===== src/rtl/core/lfsm_pkg.sv =====
// Shared types and constants for the latest-frame slot manager.
// Holds item payload structs, event codes and fixed field widths.
// No dependencies.
package lfsm_pkg;

  localparam int FIELD_W    = 32;  // width of fence fields on the ports
  localparam int SLOT_IDX_W = 3;   // width of the slot index on the ports
  localparam int MODE_W     = 2;
  localparam int CFG_W      = 4;   // width of the slot count write data
  localparam int MIN_SLOTS  = 2;
  localparam int RST_SLOTS  = 3;

  // Event codes; the fourth code is unused and yields an all-zero result.
  localparam logic [MODE_W-1:0] MODE_PROD_BEGIN = 2'd0;
  localparam logic [MODE_W-1:0] MODE_PROD_END   = 2'd1;
  localparam logic [MODE_W-1:0] MODE_CONS_BEGIN = 2'd2;

  typedef struct packed {
    logic [MODE_W-1:0]  mode;
    logic [FIELD_W-1:0] producer_done;
    logic [FIELD_W-1:0] consumer_done;
  } req_item_t;

  typedef struct packed {
    logic [SLOT_IDX_W-1:0] slot_index;
    logic                  frame_ready;
    logic                  wait_needed;
    logic [FIELD_W-1:0]    wait_value;
    logic [FIELD_W-1:0]    signal_value;
  } rsp_item_t;

endpackage


===== src/rtl/core/lfsm_req_if.sv =====
// Event channel into the slot manager: valid/ready handshake plus payload.
// Depends on lfsm_pkg for the payload struct.
interface lfsm_req_if;
  logic                  valid;
  logic                  ready;
  lfsm_pkg::req_item_t   data;

  modport source (output valid, output data, input ready);
  modport sink   (input valid, input data, output ready);
endinterface


===== src/rtl/core/lfsm_rsp_if.sv =====
// Result channel out of the slot manager: valid/ready handshake plus payload.
// Depends on lfsm_pkg for the payload struct.
interface lfsm_rsp_if;
  logic                  valid;
  logic                  ready;
  lfsm_pkg::rsp_item_t   data;

  modport source (output valid, output data, input ready);
  modport sink   (input valid, input data, output ready);
endinterface


===== src/rtl/core/latest_frame_slot_manager_core.sv =====
// Latest-frame slot manager: ring of frame slots for one producer and one consumer.
// Depends on lfsm_pkg, lfsm_req_if and lfsm_rsp_if.
//
//   channel   dir  handshake        payload
//   req       in   valid/ready      mode, producer_done, consumer_done
//   rsp       out  valid/ready      slot_index, frame_ready, wait_needed,
//                                   wait_value, signal_value
//   cfg       in   cfg_wr_en only   cfg_wr_data (slot count)
//
// One item at a time. Producer begin runs S_PB then S_PUSH, producer end S_PE1,
// S_PE2 if needed, then S_PUSH; consumer begin goes to S_PUSH (no frame yet) or
// to S_CB_FIN, after any consumer skip walk in S_CB_WALK, one slot per cycle,
// through the single read port of the producer stamp memory. S_PUSH loads the
// output register; the cycle after the load is idle again and accepts the next item.
// A result waiting in the output register does not block the next accept; only
// the final push stalls until that register is free.
// rst is synchronous and active high; it clears control state and all stamp
// valid bits, so no clearing pass is needed. A slot count write reinitializes
// the ring pointers, consumer count and stamp valid bits the same way.
module latest_frame_slot_manager_core #(
  parameter int MAX_SLOTS  = 8,
  parameter int FENCE_BITS = 32
) (
  input  logic                         clk,
  input  logic                         rst,
  input  logic                         cfg_wr_en,
  input  logic [lfsm_pkg::CFG_W-1:0]   cfg_wr_data,
  lfsm_req_if.sink                     req,
  lfsm_rsp_if.source                   rsp
);

  localparam int SLOT_W = $clog2(MAX_SLOTS);
  localparam int CNT_W  = SLOT_W + 1;
  localparam int RST_COUNT =
    (lfsm_pkg::RST_SLOTS > MAX_SLOTS) ? MAX_SLOTS : lfsm_pkg::RST_SLOTS;

  typedef enum logic [6:0] {
    S_IDLE    = 7'b0000001,
    S_PB      = 7'b0000010,
    S_PE1     = 7'b0000100,
    S_PE2     = 7'b0001000,
    S_CB_WALK = 7'b0010000,
    S_CB_FIN  = 7'b0100000,
    S_PUSH    = 7'b1000000
  } state_t;

  typedef logic [SLOT_W-1:0]     slot_t;
  typedef logic [FENCE_BITS-1:0] fence_t;

  // Step one slot forward around the ring of n_slots entries.
  function automatic slot_t next_slot(input slot_t s, input logic [CNT_W-1:0] n_slots);
    logic [CNT_W-1:0] n;
    n = CNT_W'(s) + CNT_W'(1);
    return (n >= n_slots) ? '0 : n[SLOT_W-1:0];
  endfunction

  state_t                state, state_next;
  logic [CNT_W-1:0]      slot_count;
  slot_t                 pslot, pslot_next;
  slot_t                 cslot, cslot_next;
  fence_t                ccount, ccount_next;
  fence_t                pcur, pcur_next;
  fence_t                pdone_q, cdone_q;
  lfsm_pkg::rsp_item_t   res, res_next;
  lfsm_pkg::rsp_item_t   out_data;
  logic                  out_valid;
  logic                  accept;
  logic                  out_load;
  logic [CNT_W-1:0]      cfg_count;
  slot_t                 pnext, cnext;
  fence_t                cinc;
  fence_t                req_pdone;

  // Stamp memories: one read port and one write port each, registered reads.
  fence_t                pst_mem [MAX_SLOTS];
  fence_t                cst_mem [MAX_SLOTS];
  logic [MAX_SLOTS-1:0]  pst_vld, cst_vld;
  fence_t                pst_q, cst_q;
  logic                  pst_vq, cst_vq;
  fence_t                pst_val, cst_val;
  logic                  pst_rd_en, cst_rd_en;
  slot_t                 pst_raddr, cst_raddr;
  logic                  pst_we, cst_we;
  slot_t                 pst_waddr, cst_waddr;
  fence_t                pst_wdata, cst_wdata;

  assign accept    = req.valid && req.ready;
  assign req.ready = (state == S_IDLE);
  assign rsp.valid = out_valid;
  assign rsp.data  = out_data;
  assign out_load  = (state == S_PUSH) && (!out_valid || rsp.ready);

  assign pnext     = next_slot(pslot, slot_count);
  assign cnext     = next_slot(cslot, slot_count);
  assign cinc      = ccount + FENCE_BITS'(1);
  assign req_pdone = FENCE_BITS'(req.data.producer_done);

  // Entries never written since reset or reconfiguration read as zero.
  assign pst_val = pst_vq ? pst_q : '0;
  assign cst_val = cst_vq ? cst_q : '0;

  // Clamp the written slot count into the supported range.
  always_comb begin
    if (int'(cfg_wr_data) < lfsm_pkg::MIN_SLOTS) begin
      cfg_count = CNT_W'(lfsm_pkg::MIN_SLOTS);
    end else if (int'(cfg_wr_data) > MAX_SLOTS) begin
      cfg_count = CNT_W'(MAX_SLOTS);
    end else begin
      cfg_count = CNT_W'(cfg_wr_data);
    end
  end

  always_comb begin
    state_next  = state;
    pslot_next  = pslot;
    cslot_next  = cslot;
    ccount_next = ccount;
    pcur_next   = pcur;
    res_next    = res;
    pst_rd_en   = 1'b0;
    pst_raddr   = pslot;
    cst_rd_en   = 1'b0;
    cst_raddr   = pslot;
    pst_we      = 1'b0;
    pst_waddr   = pnext;
    pst_wdata   = pcur + FENCE_BITS'(1);
    cst_we      = 1'b0;
    cst_waddr   = cslot;
    cst_wdata   = cinc;

    unique case (state)
      S_IDLE: begin
        if (accept) begin
          unique case (req.data.mode)
            lfsm_pkg::MODE_PROD_BEGIN: begin
              cst_rd_en  = 1'b1;
              cst_raddr  = pslot;
              state_next = S_PB;
            end
            lfsm_pkg::MODE_PROD_END: begin
              pst_rd_en  = 1'b1;
              pst_raddr  = pslot;
              state_next = S_PE1;
            end
            lfsm_pkg::MODE_CONS_BEGIN: begin
              if (cslot == pslot) begin
                state_next = S_CB_FIN;
              end else if (req_pdone == '0) begin
                // Nothing completed yet: report no frame, touch no state.
                res_next            = '0;
                res_next.slot_index = lfsm_pkg::SLOT_IDX_W'(cslot);
                state_next          = S_PUSH;
              end else begin
                pst_rd_en  = 1'b1;
                pst_raddr  = cnext;
                state_next = S_CB_WALK;
              end
            end
            default: begin
              res_next   = '0;
              state_next = S_PUSH;
            end
          endcase
        end
      end

      S_PB: begin
        res_next             = '0;
        res_next.slot_index  = lfsm_pkg::SLOT_IDX_W'(pslot);
        res_next.frame_ready = 1'b1;
        if (cdone_q < cst_val) begin
          res_next.wait_needed = 1'b1;
          res_next.wait_value  = lfsm_pkg::FIELD_W'(cst_val);
        end
        state_next = S_PUSH;
      end

      S_PE1: begin
        pcur_next             = pst_val;
        res_next              = '0;
        res_next.slot_index   = lfsm_pkg::SLOT_IDX_W'(pslot);
        res_next.frame_ready  = 1'b1;
        res_next.signal_value = lfsm_pkg::FIELD_W'(pst_val);
        if (pnext == cslot) begin
          // Producer would land on the consumer: fetch the stamp one past it.
          pst_rd_en  = 1'b1;
          pst_raddr  = cnext;
          state_next = S_PE2;
        end else begin
          pst_we     = 1'b1;
          pst_wdata  = pst_val + FENCE_BITS'(1);
          pslot_next = pnext;
          state_next = S_PUSH;
        end
      end

      S_PE2: begin
        // Push the consumer ahead, then advance and stamp the producer.
        if (pdone_q < pst_val) begin
          res_next.wait_needed = 1'b1;
          res_next.wait_value  = lfsm_pkg::FIELD_W'(pst_val);
        end
        cslot_next = cnext;
        pst_we     = 1'b1;
        pslot_next = pnext;
        state_next = S_PUSH;
      end

      S_CB_WALK: begin
        // Advance while the next slot is complete, stop at the producer.
        if (pdone_q < pst_val) begin
          state_next = S_CB_FIN;
        end else begin
          cslot_next = cnext;
          if (cnext == pslot) begin
            state_next = S_CB_FIN;
          end else begin
            pst_rd_en = 1'b1;
            pst_raddr = next_slot(cnext, slot_count);
          end
        end
      end

      S_CB_FIN: begin
        ccount_next           = cinc;
        cst_we                = 1'b1;
        res_next              = '0;
        res_next.slot_index   = lfsm_pkg::SLOT_IDX_W'(cslot);
        res_next.frame_ready  = 1'b1;
        res_next.signal_value = lfsm_pkg::FIELD_W'(cinc);
        state_next            = S_PUSH;
      end

      S_PUSH: begin
        if (out_load) begin
          state_next = S_IDLE;
        end
      end

      default: begin
        state_next = S_IDLE;
      end
    endcase
  end

  // Control state; a slot count write reinitializes the ring.
  always_ff @(posedge clk) begin
    if (rst) begin
      state      <= S_IDLE;
      slot_count <= CNT_W'(RST_COUNT);
      pslot      <= '0;
      cslot      <= SLOT_W'(RST_COUNT - 1);
      ccount     <= '0;
      out_valid  <= 1'b0;
    end else begin
      state <= state_next;
      if (cfg_wr_en) begin
        slot_count <= cfg_count;
        pslot      <= '0;
        cslot      <= SLOT_W'(cfg_count - CNT_W'(1));
        ccount     <= '0;
      end else begin
        pslot  <= pslot_next;
        cslot  <= cslot_next;
        ccount <= ccount_next;
      end
      if (out_load) begin
        out_valid <= 1'b1;
      end else if (rsp.ready) begin
        out_valid <= 1'b0;
      end
    end
  end

  // Payload registers: hold the event operands and the pending result.
  always_ff @(posedge clk) begin
    if (accept) begin
      pdone_q <= req_pdone;
      cdone_q <= FENCE_BITS'(req.data.consumer_done);
    end
    pcur <= pcur_next;
    res  <= res_next;
    if (out_load) begin
      out_data <= res;
    end
  end

  // Stamp valid bits: clear on reset and reconfiguration, set on write.
  always_ff @(posedge clk) begin
    if (rst || cfg_wr_en) begin
      pst_vld <= '0;
      cst_vld <= '0;
    end else begin
      if (pst_we) begin
        pst_vld[pst_waddr] <= 1'b1;
      end
      if (cst_we) begin
        cst_vld[cst_waddr] <= 1'b1;
      end
    end
  end

  // Producer stamp memory.
  always_ff @(posedge clk) begin
    if (pst_we) begin
      pst_mem[pst_waddr] <= pst_wdata;
    end
    if (pst_rd_en) begin
      pst_q  <= pst_mem[pst_raddr];
      pst_vq <= pst_vld[pst_raddr];
    end
  end

  // Consumer stamp memory.
  always_ff @(posedge clk) begin
    if (cst_we) begin
      cst_mem[cst_waddr] <= cst_wdata;
    end
    if (cst_rd_en) begin
      cst_q  <= cst_mem[cst_raddr];
      cst_vq <= cst_vld[cst_raddr];
    end
  end

endmodule

===== src/flat_wrapper.sv =====
// flat-port wrapper written by rule: the top's interface ports become plain ports
module latest_frame_slot_manager_core_flat 
#(
  parameter int MAX_SLOTS  = 8,
  parameter int FENCE_BITS = 32
)
  (clk, rst, cfg_wr_en, cfg_wr_data, req_valid, req_data, req_ready, rsp_valid, rsp_data, rsp_ready);
  lfsm_req_if req_i ();
  lfsm_rsp_if rsp_i ();
  input  logic clk;
  input  logic rst;
  input  logic cfg_wr_en;
  input  logic [lfsm_pkg::CFG_W-1:0] cfg_wr_data;
  input wire logic [$bits(req_i.valid)-1:0] req_valid;
  input wire logic [$bits(req_i.data)-1:0] req_data;
  output wire logic [$bits(req_i.ready)-1:0] req_ready;
  output wire logic [$bits(rsp_i.valid)-1:0] rsp_valid;
  output wire logic [$bits(rsp_i.data)-1:0] rsp_data;
  input wire logic [$bits(rsp_i.ready)-1:0] rsp_ready;
  assign req_i.valid = req_valid;
  assign req_i.data = req_data;
  assign req_ready = req_i.ready;
  assign rsp_valid = rsp_i.valid;
  assign rsp_data = rsp_i.data;
  assign rsp_i.ready = rsp_ready;
  latest_frame_slot_manager_core #(.MAX_SLOTS(MAX_SLOTS), .FENCE_BITS(FENCE_BITS)) u_core (.clk(clk), .rst(rst), .cfg_wr_en(cfg_wr_en), .cfg_wr_data(cfg_wr_data), .req(req_i), .rsp(rsp_i));
endmodule

===== config.mk =====
export PLATFORM = sky130hd
export DESIGN_NAME = latest_frame_slot_manager_core_flat
export DESIGN_NICKNAME = d
export VERILOG_FILES = /design/src/rtl/core/lfsm_pkg.sv /design/src/rtl/core/lfsm_req_if.sv /design/src/rtl/core/lfsm_rsp_if.sv /design/src/rtl/core/latest_frame_slot_manager_core.sv /design/src/flat_wrapper.sv
export SDC_FILE = /design/constraint.sdc
export NUM_CORES = 1
export LEC_CHECK = 0
export BUFFER_PORTS_ARGS = -buffer_cell sky130_fd_sc_hd__buf_2
export CAP_MARGIN = 20
export CORE_MARGIN = 2
export CORE_UTILIZATION = 30
export CTS_BUF_LIST = sky130_fd_sc_hd__clkbuf_4 sky130_fd_sc_hd__clkbuf_8
export CTS_CLUSTER_SIZE = 28
export DETAILED_ROUTE_END_ITERATION = 8
export SLEW_MARGIN = 20
export SYNTH_ARGS = -nofsm -noshare
export SYNTH_HDL_FRONTEND = slang
export SYNTH_SLANG_ARGS = --single-unit

===== constraint.sdc =====
create_clock -name clk -period 15.1 [get_ports clk]
set_input_delay 0.755 -clock clk [delete_from_list [all_inputs] [get_ports clk]]
set_output_delay 0.755 -clock clk [all_outputs]
set_load 0.005 [all_outputs]

==> parameters.txt, run 1 <==
Parameter                              Value

Timing
  Number of hold-slack violations in the final timing report ... 0
  RSZ-0062 raised after global routing ... false
  Post-layout min period ... 6.03 ns
  Final number of max-transition violations ... 0
  Part of the cycle the worst path needs ... 0.399
  Setup violation total in the final timing report ... 0
  Maximum frequency from static timing analysis ... 166 MHz
  Transition at the pin with the smallest max-transition slack ... 1.07 ns
  Worst rel slew slack ... 0.284
  Sum Neg Setup Slack ... 0 ns
  Max Clock Skew ... 0.0555 ns

Die
  Die extent in y ... roughly 350 microns
  Initial Utilization ... 0.301
  X dimension of the die ... 353 microns
  Core Area ... roughly 0.12 sq mm
  Rows ... 128
  # IOs ... 146
  Total die area ... 0.125 sq mm

GRT
  Vias in the first global route ... between 20000 and 25000
  Initial antenna violation count ... 5
  Global-route congestion overflow total ... 0
  Global-route wire length before repair ... 141000 microns
  Pin count of the biggest net entering global routing ... 131
  GRT Util Overall ... 0.154

CTS
  Number of buffers added by the clock tree synthesis step ... between 100 and 150
  CTS tree ... built
  Hold-fix buffers at CTS ... 0
  Cts repair resizes ... 0
  Maximum clock path buffer count ... 3
  Clock H-tree levels ... 4
  Clk Latency, worst-skew pair ... 0.84 ns
  Number of sinks handled by clock tree synthesis ... 878
  Clock transition at the registers of the reported paths ... 0.07 ns
  Buffer cell driving the clock tree root ... sky130_fd_sc_hd__clkbuf_8
  Post-CTS setup buffer count ... 0

Detailed routing
  Routed length per instance ... 22.2 microns
  Total number of vias ... 21100
  Violation count after the first detailed-route iteration ... around 2100
  Avg Vias per Cell ... 4.84
  Antenna Violating Nets Remaining ... 0
  Count of TritonRoute iterations in the first routing pass ... 5
  Detailed-route wire length ... 97000 microns
  DRC violations left ... 0

Yosys
  Number of synthesis warnings ... 0
  Gate count of the mapped netlist ... approximately 2400
  Async set-or-reset flop fraction in the synthesized netlist ... 0
  EDFF count, synth ... about 810
  Top flip-flop cell by instance count after synthesis ... sky130_fd_sc_hd__edfxtp_1
  Synth Register Bits ... between 800 and 900
  Post-synth design cell area ... 0.0366 sq mm
  Synthesized Nets ... 2546
  Mean cell area of the mapped netlist ... 15.3 sq um
  Number of distinct library cells after synthesis ... 69
  Share of synthesized area occupied by flip-flops and latches ... 0.703

Placement
  Number of placed instances, taps included ... 4102
  Final weighted congestion in routability-driven placement ... 0.859
  Buffers on Ports ... 145
  Half-perimeter wire length after detailed placement ... about 60000 microns

Setup path
  Kind of end point of the critical path ... flip-flop
  Critical path startpoint category ... flip-flop
  Type of the worst setup path ... flip-flop to flip-flop
  Start of the worst register-to-register path ... u_core.pst_vq
  Reg-to-reg critical path endpoint ... u_core.pst_q[30]
  R2R depth ... 14
  Highest fanout seen on the critical path ... 47
  WP data required ... around 16 ns
  Setup slack of the most critical reg-to-reg path ... 9.07 ns
  Worst Path Arrival ... 6.57 ns

Cells and area
  Storage cell area ... 0.0257 sq mm
  Post-route core utilization ... 0.351
  Area growth syn-to-layout ... 16.6%
  Total area of multi-input combinational cells ... 0.0104 sq mm
  Fraction of final layout cells with drive strength greater than 1 ... 0.210
  Most frequent cells in the layout ... sky130_fd_sc_hd__edfxtp_1, sky130_fd_sc_hd__nand2_1, sky130_fd_sc_hd__mux2i_1
  Nets ... 2785
  Most common cell after layout, fill and taps aside ... sky130_fd_sc_hd__edfxtp_1
  Layout Cells excl Fill ... 4368
  Filler Cell Count ... between 10000 and 15000

Run status
  Outcome ... finished clean

Job
  Number of max-cap violations ... 0

Hold path
  Worst hold start ... req_data[20]
  End point of the worst hold path ... u_core.cdone_q[20]
  Number of stages on the worst hold path ... 1
  Min-Delay Path Class ... primary input to flip-flop

Pwr
  Static leakage ... 14.0 nW
  IR Drop Worst-Case VDD ... ~99 uV
  Power Dens Cells ... approximately 130 mW/mm^2
-- cells in the mapped netlist, types with 3 or more instances --
| cell type | count | share of area |
|---|---|---|
| sky130_fd_sc_hd__a211o_1 | 3 | 0.00072 |
| sky130_fd_sc_hd__a211oi_1 | 5 | 0.0010 |
| sky130_fd_sc_hd__a21boi_0 | 3 | 0.00062 |
| sky130_fd_sc_hd__a21o_1 | 11 | 0.0023 |
| sky130_fd_sc_hd__a21oi_1 | 58 | 0.0079 |
| sky130_fd_sc_hd__a22o_1 | 4 | 0.00096 |
| sky130_fd_sc_hd__a31oi_1 | 4 | 0.00068 |
| sky130_fd_sc_hd__and2_1 | 3 | 0.00051 |
| sky130_fd_sc_hd__and3_1 | 25 | 0.0043 |
| sky130_fd_sc_hd__and3_4 | 3 | 0.00092 |
| sky130_fd_sc_hd__and4_1 | 8 | 0.0019 |
| sky130_fd_sc_hd__buf_1 | 15 | 0.0015 |
| sky130_fd_sc_hd__buf_2 | 22 | 0.0030 |
| sky130_fd_sc_hd__clkbuf_1 | 60 | 0.0062 |
| sky130_fd_sc_hd__dfxtp_1 | 66 | 0.036 |
| sky130_fd_sc_hd__edfxtp_1 | 812 | 0.67 |
| sky130_fd_sc_hd__ha_1 | 85 | 0.029 |
| sky130_fd_sc_hd__inv_1 | 55 | 0.0056 |
| sky130_fd_sc_hd__mux2_2 | 34 | 0.010 |
| sky130_fd_sc_hd__mux2i_1 | 205 | 0.056 |
| sky130_fd_sc_hd__mux4_2 | 66 | 0.041 |
| sky130_fd_sc_hd__nand2_1 | 289 | 0.030 |
| sky130_fd_sc_hd__nand2b_1 | 7 | 0.0012 |
| sky130_fd_sc_hd__nand3_1 | 63 | 0.0086 |
| sky130_fd_sc_hd__nand3_2 | 3 | 0.00082 |
| sky130_fd_sc_hd__nand3b_1 | 3 | 0.00062 |
| sky130_fd_sc_hd__nand4_1 | 22 | 0.0038 |
| sky130_fd_sc_hd__nor2_1 | 114 | 0.012 |
| sky130_fd_sc_hd__nor2b_1 | 6 | 0.0010 |
| sky130_fd_sc_hd__nor3_1 | 21 | 0.0029 |
| sky130_fd_sc_hd__nor3b_1 | 5 | 0.0010 |
| sky130_fd_sc_hd__nor4_1 | 12 | 0.0021 |
| sky130_fd_sc_hd__o211ai_1 | 5 | 0.0010 |
| sky130_fd_sc_hd__o21a_1 | 5 | 0.0010 |
| sky130_fd_sc_hd__o21ai_0 | 72 | 0.0099 |
| sky130_fd_sc_hd__o21ai_1 | 6 | 0.00082 |
| sky130_fd_sc_hd__o22ai_1 | 39 | 0.0067 |
| sky130_fd_sc_hd__or2_2 | 4 | 0.00068 |
| sky130_fd_sc_hd__or3_1 | 8 | 0.0014 |
| sky130_fd_sc_hd__xnor2_1 | 61 | 0.015 |
| sky130_fd_sc_hd__xor2_1 | 61 | 0.015 |
-- routing by layer --
layer  part of all wire  GRT usage  vias to the layer above
li1                   -          -                     9557
met1               0.46      0.220                    10600
met2               0.43      0.226                      781
met3              0.084     0.0431                      165
met4              0.025     0.0484                        8
met5            0.00048          0                        -
-- where the power goes --
group / switching (mW) / internal (mW)
Sequential: 0.0471 / 2.75
Clock: 0.994 / 1.26
Combinational: 0.211 / 0.102
-- stage by stage --
stage | area [sq um] | hold slack (ns) | setup slack [ns] | power (mW)
after floorplan | 36600 | 0.400 | 9.33 | 3.01
after global placement | 39500 | 0.404 | 9.18 | 3.15
after detailed placement | 39500 | 0.405 | 9.09 | 3.16
final | 42600 | 0.0865 | 9.07 | 5.36
after CTS | 42600 | 0.00784 | 9.06 | 5.41
after global routing | 42600 | 0.0396 | 8.64 | 5.55
-- flip-flops by register name (all words and copies together) (netlist names) --
| name | count |
|---|---|
| u_core.pslot | 3 |
| u_core.pdone_q | 32 |
| u_core.cdone_q | 32 |
| u_core.pcur | 32 |
| u_core.cslot | 3 |
| u_core.cst_vld | 8 |
| u_core.cst_mem | 256 |
| u_core.pst_mem | 256 |
| u_core.pst_vq | 1 |
| u_core.cst_q | 32 |
| u_core.rsp.valid | 1 |
| u_core.rsp.data | 69 |
| u_core.pst_vld | 8 |
| u_core.slot_count | 4 |
| u_core.res | 69 |
| u_core.pst_q | 32 |
| u_core.cst_vq | 1 |
| u_core.state | 7 |
| u_core.ccount | 32 |
-- final cells by class --
cell class,instances,share of cell area
Tap cell,1625,0.0477
Clock buffer,201,0.0585
Sequential cell,878,0.603
Timing Repair Buffer,189,0.0252
Clock inverter,63,0.0155
Inverter,57,0.00502
Multi-Input combinational cell,1353,0.245
Antenna cell,2,0.000117
-- cells by family (layout without fill, tap and decap cells) --
logic type / after synthesis / count (layout) / synth area share
AOI/OAI and AO/OA: 232 / 232 / 0.0381
xor gates and xnor gates: 122 / 122 / 0.0292
adders and majority gates: 86 / 86 / 0.0294
buffers and inverters: 155 / 510 / 0.0168
DFF: 878 / 878 / 0.703
muxes: 305 / 305 / 0.107
other: 0 / 2 / 0
and+or+nand+nor: 608 / 608 / 0.0762
-- critical path: stages (launching register included) --
cell	delay [ns]
sky130_fd_sc_hd__edfxtp_1	0.87
sky130_fd_sc_hd__nand2_1	0.43
sky130_fd_sc_hd__ha_1	0.44
sky130_fd_sc_hd__nand4_1	0.26
sky130_fd_sc_hd__nor4_1	0.45
sky130_fd_sc_hd__nand2_1	0.25
sky130_fd_sc_hd__a31oi_1	0.54
sky130_fd_sc_hd__nor2_1	0.13
sky130_fd_sc_hd__nor2_1	0.26
sky130_fd_sc_hd__nand4_1	0.19
sky130_fd_sc_hd__nand3_4	0.42
sky130_fd_sc_hd__buf_4	0.79
sky130_fd_sc_hd__mux2i_1	0.27
sky130_fd_sc_hd__mux2i_1	0.09
sky130_fd_sc_hd__mux2_2	0.30
-- worst max path at each step --
stage	start	end	slack [ns]	depth (start not counted)
finish	u_core.pst_vq	u_core.pst_q[30]	9.07	14
global route	u_core.cslot[0]	u_core.pst_q[30]	8.64	19
CTS	u_core.pst_vq	u_core.pst_q[30]	9.06	14
detailed placement	u_core.pst_vq	u_core.pst_q[30]	9.09	14
global placement	u_core.pst_vq	u_core.pst_q[30]	9.18	14
floorplan	u_core.pslot[1]	u_core.pst_mem[4][0]	9.33	12
Note: power is estimated with default switching activity, not from simulation.
==> run 2: changes to the inputs <==
Clock period 15.1 ns to 5 ns, I/O delays scaled along.
==> run 2 against run 1 <==
Against the previous run:
- cell area is 3.2% higher
- sequential share of layout area is 1.9 points lower
- setup slack worse by 8.6 ns
- combinational power grew to 3.4 times the previous value
- clock power grew to 2.9 times the previous value
- total power grew to 3.0 times the previous value
- cell count is 3.4% higher
- non-clock buffer count is 141 higher
- die area stayed put
- register-to-register slack worse by 8.6 ns
- critical path type unchanged
==> parameters.txt, run 2 (synthesis gave the netlist of run 1 again) <==
Parameter                              Value

Setup path
  Ordered cell list for the critical path ... buf_4, nand2_1, ha_1, a21oi_1, o21ai_0, a21oi_1, a31oi_1, buf_4, o21ai_0, o2111a_1, a21oi_1, buf_4, o21ai_4, buf_12, buf_6, mux2i_1, mux2i_1, mux2_2
  Worst Path Arrival ... 5.13 ns (-1.44 ns)
  Highest fanout seen on the critical path ... 26 (-45%)
  Maximum cell stage delay along the critical path ... 0.48 ns (-0.39 ns)
  WP data required ... 5.55 ns (-10.10 ns)
  R2R depth ... 18 (+4)
  Number of buffers and inverters on the critical path ... 5 (+4)
  Type of the worst setup path ... flip-flop to flip-flop
  Critical path startpoint category ... flip-flop
  Largest delay share family, worst path ... compound AO/OA/AOI/OAI gates
  Kind of end point of the critical path ... flip-flop
  Number of gates on the worst path with buffers counted ... 18 (+4)
  Master of the slowest instance on the critical path ... sky130_fd_sc_hd__edfxtp_1

Timing
  Worst Slack Setup Final ... 0.427 ns (-8.65 ns)
  Sum Neg Setup Slack ... 0 ns (unchanged)
  Max Clock Skew ... 0.0656 ns (+0.0101 ns)
  Setup violation total in the final timing report ... 0 (unchanged)
  Worst rel slew slack ... 0.235 (-0.0485)
  Post-layout min period ... 4.57 ns (-1.45 ns)
  RSZ-0062 raised after global routing ... false
  Transition at the pin with the smallest max-transition slack ... 1.15 ns (+0.0728 ns)
  Number of hold-slack violations in the final timing report ... 0 (unchanged)
  Maximum frequency from static timing analysis ... 219 MHz (+32%)
  Final number of max-transition violations ... 0 (unchanged)
  Part of the cycle the worst path needs ... 0.915 (+0.515)

Detailed routing
  Avg Vias per Cell ... 4.81 (-0.57%)
  Count of TritonRoute iterations in the first routing pass ... 5 (unchanged)
  Routed length per instance ... 21.7 microns (-2.4%)
  Total number of vias ... 21700 (+2.8%)
  Antenna Violating Nets Remaining ... 0 (unchanged)
  Detailed-route wire length ... 97900 microns (+0.96%)
  DRC violations left ... 0 (unchanged)
  Violation count after the first detailed-route iteration ... 1894 (-11%)

Cells and area
  Nets ... 2930 (+5.2%)
  Area growth syn-to-layout ... 20.3%
  Most common cell after layout, fill and taps aside ... sky130_fd_sc_hd__edfxtp_1
  Cell area after layout ... 0.0440 sq mm (+3.2%)
  Fraction of final layout cells with drive strength greater than 1 ... 0.220 (+0.0103)
  Post-route core utilization ... 0.362 (+0.0113)
  Most frequent cells in the layout ... sky130_fd_sc_hd__edfxtp_1, sky130_fd_sc_hd__nand2_1, sky130_fd_sc_hd__mux2i_1
  Registers with the highest flip-flop counts ... u_core.cst_mem (256), u_core.pst_mem (256)

GRT
  Pin count of the biggest net entering global routing ... 59 (-55%)
  Global-route wire length before repair ... 142000 microns (+1.3%)
  GRT Util Overall ... 0.155 (+0.000968)
  Global-route congestion overflow total ... 0 (unchanged)
  Initial antenna violation count ... 6 (+1)
  Vias in the first global route ... 21700 (+3.4%)

Die
  Rows ... 128 (unchanged)
  Initial Utilization ... 0.301 (unchanged)
  Die extent in y ... 353 microns (unchanged)
  Core Area ... 0.121 sq mm (unchanged)
  Total die area ... 0.125 sq mm (unchanged)
  X dimension of the die ... 353 microns (unchanged)
  # IOs ... 146 (unchanged)

CTS
  Clock transition at the registers of the reported paths ... 0.06 ns (about the same)
  Number of buffers added by the clock tree synthesis step ... 150 (+2.7%)
  CTS tree ... built
  Maximum clock path buffer count ... 3 (unchanged)
  Buffer cell driving the clock tree root ... sky130_fd_sc_hd__clkbuf_8
  Clk Latency, worst-skew pair ... 0.86 ns (+0.02 ns)
  Number of sinks handled by clock tree synthesis ... 878 (unchanged)
  Clock H-tree levels ... 4 (unchanged)

Placement
  Half-perimeter wire length after detailed placement ... 61600 microns (+3.5%)
  Setup Slack @ Placement ... 0.311 ns (-8.78 ns)
  Buffers on Ports ... 145 (unchanged)
  Final weighted congestion in routability-driven placement ... 0.829 (-3.4%)
  Area of placed instances ... 0.0401 sq mm (+1.5%)

Pwr
  IR Drop Worst-Case VDD ... 277 uV (+180%)
  Power Dens Cells ... 366 mW/mm^2 (+190%)
  Static leakage ... 15.1 nW (+8.3%)

Hold path
  Number of stages on the worst hold path ... 2 (+1)
  Min-Delay Path Class ... primary input to flip-flop

Job
  Number of max-cap violations ... 0 (unchanged)

Run status
  Outcome ... finished clean
## run 2: cell types whose count changed in the layout (fill, tap and decap cells not counted), sizes merged
cell,before,now
clkbuf,201,208
buf,189,247
inv,62,68
dlygate4sd3,0,82
clkinvlp,4,2
diode,2,3
bufinv,10,5
clkinv,44,47
## run 2: final timing paths
path / slack, ns / startpoint / to
worst max register to register: 0.43 / u_core.pst_vq / u_core.pst_q[22]
worst max-delay path: 0.43 / u_core.pst_vq / u_core.pst_q[22]
worst min-delay path: 0.1 / req_data[27] / u_core.cdone_q[27]
worst min register to register: 0.40 / u_core.res[38] / u_core.rsp.data[38]
## run 2: worst reg2reg max path, delay by kind of cell (launching register included)
kind / cells / cell delay [ns]
flops: 1 / 0.48
simple gates: 1 / 0.22
fa+ha+maj: 1 / 0.36
compound gates: 8 / 1.47
mux: 3 / 0.60
buf+inv: 5 / 1.17
## run 2: per-layer routing
| metal | GRT usage | vias to the layer above | routed length, microns | share of wire |
|---|---|---|---|---|
| met5 | 0 | - | 0 | 0 |
| met4 | 0.0466 | 0 | 1920 | 0.020 |
| met3 | 0.0413 | 139 | 8040 | 0.082 |
| met2 | 0.240 | 820 | 44500 | 0.45 |
| met1 | 0.212 | 10900 | 43400 | 0.44 |
| li1 | - | 9854 | - | - |
## run 2: power by group
| group | internal (mW) | switching (mW) | total (mW) |
|---|---|---|---|
| registers | 8.31 | 0.135 | 8.44 |
| clock network | 3.58 | 3.02 | 6.61 |
| logic | 0.379 | 0.666 | 1.05 |
| total | 12.3 | 3.83 | 16.1 |
## run 2: timing repair
action                                 4_1_cts  5_1_grt
setup buffers                                0        1
gates resized for setup                      0        2
endpoints found under the hold margin       95        0
setup endpoints to repair                    0       30
hold buffers                                82        0
## run 2: area by class of cell
| class | count | area (sq um) |
|---|---|---|
| fillers | 11600 | 77400 |
| flip-flops and latches | 878 | 25700 |
| multi-input cells | 1353 | 10500 |
| clock buffers | 207 | 2520 |
| repair buffers | 330 | 2500 |
| well taps | 1625 | 2030 |
| clock inverters | 65 | 552 |
| inverters | 57 | 214 |
| diodes | 3 | 7.51 |
## run 2: per-stage QoR
stage / instances / power (mW) / hold slack, ns
6_report: 4518 / 16.1 / 0.0952
5_1_grt: 4517 / 16.7 / 0.0414
4_1_cts: 4513 / 16.3 / 0.0225
3_5_place_dp: 4159 / 9.57 / 0.405
3_3_place_gp: 4159 / 9.57 / 0.403
2_1_floorplan: 2386 / 9.10 / 0.349
